===== config.mk =====
export PLATFORM = sky130hd
export DESIGN_NAME = sab_front_flat
export DESIGN_NICKNAME = d
export VERILOG_FILES = /design/src/rtl/core/sab_pkg.sv /design/src/rtl/core/sab_if.sv /design/src/rtl/core/sab_front.sv /design/src/flat_wrapper.sv
export SDC_FILE = /design/constraint.sdc
export NUM_CORES = 1
export LEC_CHECK = 0
export BUFFER_PORTS_ARGS = -buffer_cell sky130_fd_sc_hd__buf_2
export CAP_MARGIN = 10
export CORE_MARGIN = 3
export CORE_UTILIZATION = 50
export CTS_CLUSTER_DIAMETER = 120
export CTS_CLUSTER_SIZE = 30
export DETAILED_ROUTE_END_ITERATION = 10
export PLACE_DENSITY = 0.76
export SYNTH_ARGS = -nofsm -noshare
export SYNTH_HDL_FRONTEND = slang
export SYNTH_SLANG_ARGS = --single-unit

===== constraint.sdc =====
create_clock -name clk -period 7.64 [get_ports clk]
set_input_delay 0 -clock clk [delete_from_list [all_inputs] [get_ports clk]]
set_output_delay 0 -clock clk [all_outputs]
set_load 0.005 [all_outputs]

===== src/rtl/core/sab_pkg.sv =====
// ----------------------------------------------------------------------------
// sab_pkg: shared types and constants of the sorted array bag
// Operation codes, status codes, widths and the front-to-back command type.
// ----------------------------------------------------------------------------
`default_nettype none
package sab_pkg;
	localparam int DEPTH = 64;
	localparam int IDX_W = $clog2(DEPTH);
	localparam int CNT_W = 7;
	localparam int VAL_W = 32;
	localparam int QDEPTH = 2;

	localparam logic [1:0] OP_ADD = 2'd0;
	localparam logic [1:0] OP_QUERY = 2'd1;
	localparam logic [1:0] OP_REMOVE = 2'd2;

	localparam logic [1:0] ST_DONE = 2'd0;
	localparam logic [1:0] ST_FULL = 2'd1;
	localparam logic [1:0] ST_ABSENT = 2'd2;

	typedef enum logic [1:0] {
		CMD_ADD,
		CMD_REMOVE,
		CMD_QUERY
	} cmd_kind_t;

	typedef struct packed {
		cmd_kind_t kind;
		logic signed [VAL_W-1:0] value;
	} cmd_t;
endpackage
`default_nettype wire


===== src/rtl/core/sab_if.sv =====
// ----------------------------------------------------------------------------
// sab_if: valid/ready channel interfaces
// Input channel carries op and value; output channel carries the result.
// ----------------------------------------------------------------------------
`default_nettype none
interface sab_in_if;
	logic valid;
	logic ready;
	logic [1:0] op;
	logic signed [31:0] value;
	modport source (output valid, output op, output value, input ready);
	modport sink (input valid, input op, input value, output ready);
endinterface

`default_nettype wire


===== src/rtl/core/sab_front.sv =====
// ----------------------------------------------------------------------------
// sab_front: decodes beats and queues commands
// Classifies op codes (code three acts as query) into a short FIFO.
// ----------------------------------------------------------------------------
`default_nettype none
module sab_front (
	input  wire logic clk,
	input  wire logic arst_n,
	sab_in_if.sink    in_ch,
	output sab_pkg::cmd_t cmd,
	output logic      cmd_valid,
	input  wire logic cmd_ready
);
	sab_pkg::cmd_t q_mem_q [sab_pkg::QDEPTH];
	logic wr_ptr_q, rd_ptr_q;
	logic [1:0] cnt_q;
	logic push, pop;
	sab_pkg::cmd_t dec;

	always_comb begin
		dec.value = in_ch.value;
		case (in_ch.op)
			sab_pkg::OP_ADD: dec.kind = sab_pkg::CMD_ADD;
			sab_pkg::OP_REMOVE: dec.kind = sab_pkg::CMD_REMOVE;
			default: dec.kind = sab_pkg::CMD_QUERY;
		endcase
	end

	assign in_ch.ready = (cnt_q != 2'd2);
	assign push = in_ch.valid && in_ch.ready;
	assign cmd_valid = (cnt_q != 2'd0);
	assign pop = cmd_valid && cmd_ready;
	assign cmd = q_mem_q[rd_ptr_q];

	always_ff @(posedge clk) begin
		if (push) q_mem_q[wr_ptr_q] <= dec;
	end

	always_ff @(posedge clk or negedge arst_n) begin
		if (!arst_n) begin
			wr_ptr_q <= 1'b0;
			rd_ptr_q <= 1'b0;
			cnt_q <= 2'd0;
		end else begin
			if (push) wr_ptr_q <= ~wr_ptr_q;
			if (pop) rd_ptr_q <= ~rd_ptr_q;
			cnt_q <= cnt_q + {1'b0, push} - {1'b0, pop};
		end
	end
endmodule
`default_nettype wire


===== src/flat_wrapper.sv =====
// flat-port wrapper written by rule: the top's interface ports become plain ports
module sab_front_flat 
  (clk, arst_n, cmd, cmd_valid, cmd_ready, in_ch_valid, in_ch_op, in_ch_value, in_ch_ready);
  sab_in_if in_ch_i ();
  input  wire logic clk;
  input  wire logic arst_n;
  output sab_pkg::cmd_t cmd;
  output logic cmd_valid;
  input  wire logic cmd_ready;
  input wire logic [$bits(in_ch_i.valid)-1:0] in_ch_valid;
  input wire logic [$bits(in_ch_i.op)-1:0] in_ch_op;
  input wire logic [$bits(in_ch_i.value)-1:0] in_ch_value;
  output wire logic [$bits(in_ch_i.ready)-1:0] in_ch_ready;
  assign in_ch_i.valid = in_ch_valid;
  assign in_ch_i.op = in_ch_op;
  assign in_ch_i.value = in_ch_value;
  assign in_ch_ready = in_ch_i.ready;
  sab_front u_core (.clk(clk), .arst_n(arst_n), .in_ch(in_ch_i), .cmd(cmd), .cmd_valid(cmd_valid), .cmd_ready(cmd_ready));
endmodule

**Yosys cells after proc, flatten, opt, wreduce, memory -nomap -nowiden**

Memories as Yosys holds them, arrays and structs flattened.
Index checks and enable logic that the tools add are counted.

- Word-level logic and storage cells: 17
- Register bits: 4
- Output and inout bits: 36
- Bits in writable memories: 68
- Bits of input ports: 38
- Memories kept: 1
- Bits in latches: 0
- Bits in read-only memories: 0

Memory list:

| memory | words | width | rd ports | clocked after Yosys merged registers in | write ports | RTL line | text |
|---|---|---|---|---|---|---|---|
| u_core.q_mem_q | 2 | 34 | 1 | 0 | 1 | sab_front.sv:14 | `sab_pkg::cmd_t q_mem_q [sab_pkg::QDEPTH];` |

- Eq/ne operators: 2
- $lt $le $gt $ge: 0
- Shift operators: 0
- Muxes and demuxes: 3
- Reductions and logical operators: 4
- Bitwise logic cells: 2
- $add $sub $neg: 2
- Multipliers: 0
- Div/mod/pow operators: 0

Operators with widths:

| cell | count |
|---|---|
| $pmux W2 S2 | 1 |
| $add A2 B1 Y2 | 1 |
| $eq A2 B2 Y1 const B | 1 |
| $logic_and A1 B1 Y1 | 2 |
| $logic_not A2 Y1 | 1 |
| $mux W1 | 2 |
| $ne A2 B2 Y1 const B | 1 |
| $not A1 Y1 | 2 |
| $reduce_bool A2 Y1 | 1 |
| $sub A2 B1 Y2 | 1 |

**Logic depth before layout (Yosys ltp)**

- Depth in word-level cells: 4
- Depth in mapped cells: 7
- Depth with buffers taken out: 7

**Worst setup path after synthesis**

No wires, ideal clock.

- Path kind: register -> register
- From: register u_core.cnt_q[1]
- To: memory u_core.q_mem_q[0][0] in the netlist's numbering (enable)
- Required time: 7.215 ns
- Stages on the path, launching flop included: 4
- Setup slack: 5.169 ns
- Arrival: 2.046 ns
- Clock period less this slack: 2.471 ns
- Path buffers: 0
- Library setup time: 0.425 ns
- Cells stage by stage: dfrtp_1 -> nand2b_1 -> nand2_1 -> nor2_1

- Cells in the longest elaborated chain, start to end: 4

RTL lines:

| what | RTL line | text |
|---|---|---|
| from (decl) | sab_front.sv:16 | `logic [1:0] cnt_q;` |
| from (signal assigned) | sab_front.sv:47 | `cnt_q <= cnt_q + {1'b0, push} - {1'b0, pop};` |
| $ne A2 B2 Y1 | sab_front.sv:29 | `assign in_ch.ready = (cnt_q != 2'd2);` |
| net in_ch_ready | flat_wrapper.sv:13 | `output wire logic [$bits(in_ch_i.ready)-1:0] in_ch_ready;` |
| $logic_and A1 B1 Y1 | sab_front.sv:30 | `assign push = in_ch.valid && in_ch.ready;` |
| $mux W1 | sab_front.sv:36 | `if (push) q_mem_q[wr_ptr_q] <= dec;` |
| $mux W1 (implied by the code) | sab_front.sv:36 |  |
| to (decl) | sab_front.sv:14 |  |

The timed path passes the listed nets, and every way through them passes these cells.

==> flow_summary.toml <==
[synth]
synth_nets = 167
ys_types = 17
synth-seq-cells = 72
yosys_warnings = 0
syn-cell-area_um2 = 2795
synth_top_cell_area_share_pct = 73.05
synth_top_cell_by_area = "edfxtp_1"
syn_avg_cell_area_um2 = 22.01
synthCells = 127
synth.most_common_cell = "edfxtp_1"
synth_edf_count = 68
synth.area.top_cells = "edfxtp_1 (73%), mux2_4 (16%), dfrtp_1 (3.6%), mux2_1 (2.0%), buf_6 (1.6%)"
async_reset_ff_share_pct = 5.556
synth.yosys.seq_area_share_pct = 76.63
synth_ff_type = "edfxtp_1"
synth_common_cells = "edfxtp_1 (68), mux2_4 (29), mux2_1 (5), buf_6 (4), dfrtp_1 (4)"

[finish]
area_growth_pct = 33.21
antenna-diode-count = 0
layout.nets = 282
drive_above_1_share_pct = 47.77
fin_area_um2 = 3724
regArea_um2 = 2143
fillCellCount = 373
multi_input_area_um2 = 601.8

[job]
drv_cap = 0

[critical_path]
r2r_start = "u_core.cnt_q[1]$_DFF_PN0_"
worstPathArrival_ps = 1970
critical_path_class = "reg2out"
crit_path_start = "u_core.rd_ptr_q$_DFFE_PN0P_"
crit_fanout = 35
end_kind = "primary output"
startpoint_type = "register"
critical_path_required_ps = 7640
r2r.worst_path.cells = 3

[timing]
max_freq_mhz = 507.9
hold_violations = 0
rsz0062_at_grt = "false"
holdWs_ps = 35.67
post-route-min-period_ps = 1969
skew_ps = 8.037
slew_viol_final = 0
maxSlewHeadroom_pct = 28.66
setup_viol = 0
fin_tns_setup_ps = 0
post-route-period-util_pct = 25.77
tightest_slew_ps = 1070

[global_routing]
grt_max_degree = 36
grt_remaining_overflow = 0
grt_use_total_pct = 16.59
grt_pass1_vias = 1651
antenna_found_initial = 0
grt_first_pass_wirelength_um = 7734

[routing]
drt_iter0_markers = 65
firstDrtPassIters = 2
wl_per_cell_um = 15.48
vias = 1509
viasPerCell = 4.760
drtAntennaViolNets = 0
drt-total-wl_um = 4908
drc_errors = 0

[floorplanning]
initial_core_util_pct = 53.04
die_area_um2 = 6524
num_rows = 26
coreArea_um2 = 5270
fp.dieW_um = 80.77
dieHeight_um = 80.77
pin_count = 74

[power_and_ir_drop]
powerDensity_nw_per_um2 = 329.1
ir_drop_v = 0.0003459
leakage_nw = 1.520

[clock_tree]
clockBufferDepth = 2
clock_sinks = 72
cts_max_level = 3
root_buffer = "clkbuf_8"
cts_tree = "built"
clkLatencyLatePin_ps = 320
clk_pin_slew_ps = 70
cts_buffers = 9

[worst_hold_path]
hp-class = "in2reg"
min-delay-start = "in_ch_op[1]"
worstHoldPathCells = 2

[placement]
io_buffers = 73
place_congestion = 0.6896
placed_cell_area_um2 = 3209
hpwl_um = 3088

[status]
outcome = "finished, final reports clean"
==> per-layer routing <==
layer  track usage, %  part of all wire, %  vias to the layer above
met3            4.102                  5.3                       15
li1                 -                    -                      717
met1            17.05                   38                      721
met5                0                    0                        -
met2            29.97                   54                       56
met4            10.64                  2.5                        0
==> worst max-delay path: stages, from the launching register on <==
cell and delay, ps:
dfrtp_2 1080, mux2_1 420, buf_2 140
==> sequential cells by signal, indices dropped and copies added (netlist names) <==
register         count
u_core.wr_ptr_q      1
u_core.rd_ptr_q      1
u_core.cnt_q         2
u_core.q_mem_q      68
==> layout by cell type, fill, tap and decap left out <==
master	count
nor2_4	1
xnor2_1	3
nand2_1	1
clkinv_1	3
dfrtp_2	1
inv_1	3
mux2_1	5
and2_4	1
clkinv_2	3
and3_2	1
buf_2	73
xor2_1	1
ha_1	2
or2_1	1
nand2b_1	1
nor2b_1	1
mux2_4	29
dfrtp_1	3
dlygate4sd3_1	36
edfxtp_1	68
clkbuf_1	1
clkbuf_8	9
==> where the power goes <==
part,switching (mW),internal [mW]
Sequential,0.0775,0.543
Clock,0.124,0.113
Combinational,0.141,0.226
==> worst paths after layout <==
| check | slack (ps) | end |
|---|---|---|
| max in group asynchronous | 6860 | u_core.rd_ptr_q$_DFFE_PN0P_ |
| min in group asynchronous | 590 | u_core.cnt_q[0]$_DFF_PN0_ |
| worst max register to register | 5760 | u_core.q_mem_q[0][10]$_DFFE_PP_ |
| worst min-delay path | 40 | u_core.q_mem_q[0][32]$_DFFE_PP_ |
| worst min register to register | 580 | u_core.wr_ptr_q$_DFFE_PN0P_ |
| worst max-delay path | 5670 | cmd[33] |
==> through the flow <==
stage,util (%),power (mW),setup slack [ps],cells
2_1_floorplan,-,0.8551,5169,127
3_3_place_gp,60.90,0.9601,5914,265
3_5_place_dp,60.90,0.9887,5758,265
4_1_cts,70.66,1.240,5652,317
5_1_grt,70.66,1.293,5579,317
6_report,70.66,1.226,5671,317
==> area by class of cell <==
type | count | share of cell area, %
Sequential cell | 72 | 57.56
Inverter | 3 | 0.3024
Timing Repair Buffer | 109 | 19.49
Clock buffer | 10 | 3.427
Multi-Input combinational cell | 47 | 16.16
Tap cell | 70 | 2.352
Clock inverter | 6 | 0.7056
==> cells by family (layout without fill, tap and decap cells) <==
kind of cell	Yosys count	in the layout	synth area share [%]
flops	72	72	76.63
mux	34	34	17.59
buf+inv	8	128	2.148
simple gates	7	7	1.478
xor+xnor	4	4	1.254
fa+ha+maj	2	2	0.8951
==> timing repair <==
action | in CTS | in global routing
hold endpoints to repair | 73 | 0
buffers inserted | 0 | 0
gates resized for setup | 0 | 0
hold buffers | 36 | 0
Note: power is estimated with default switching activity, not from simulation.
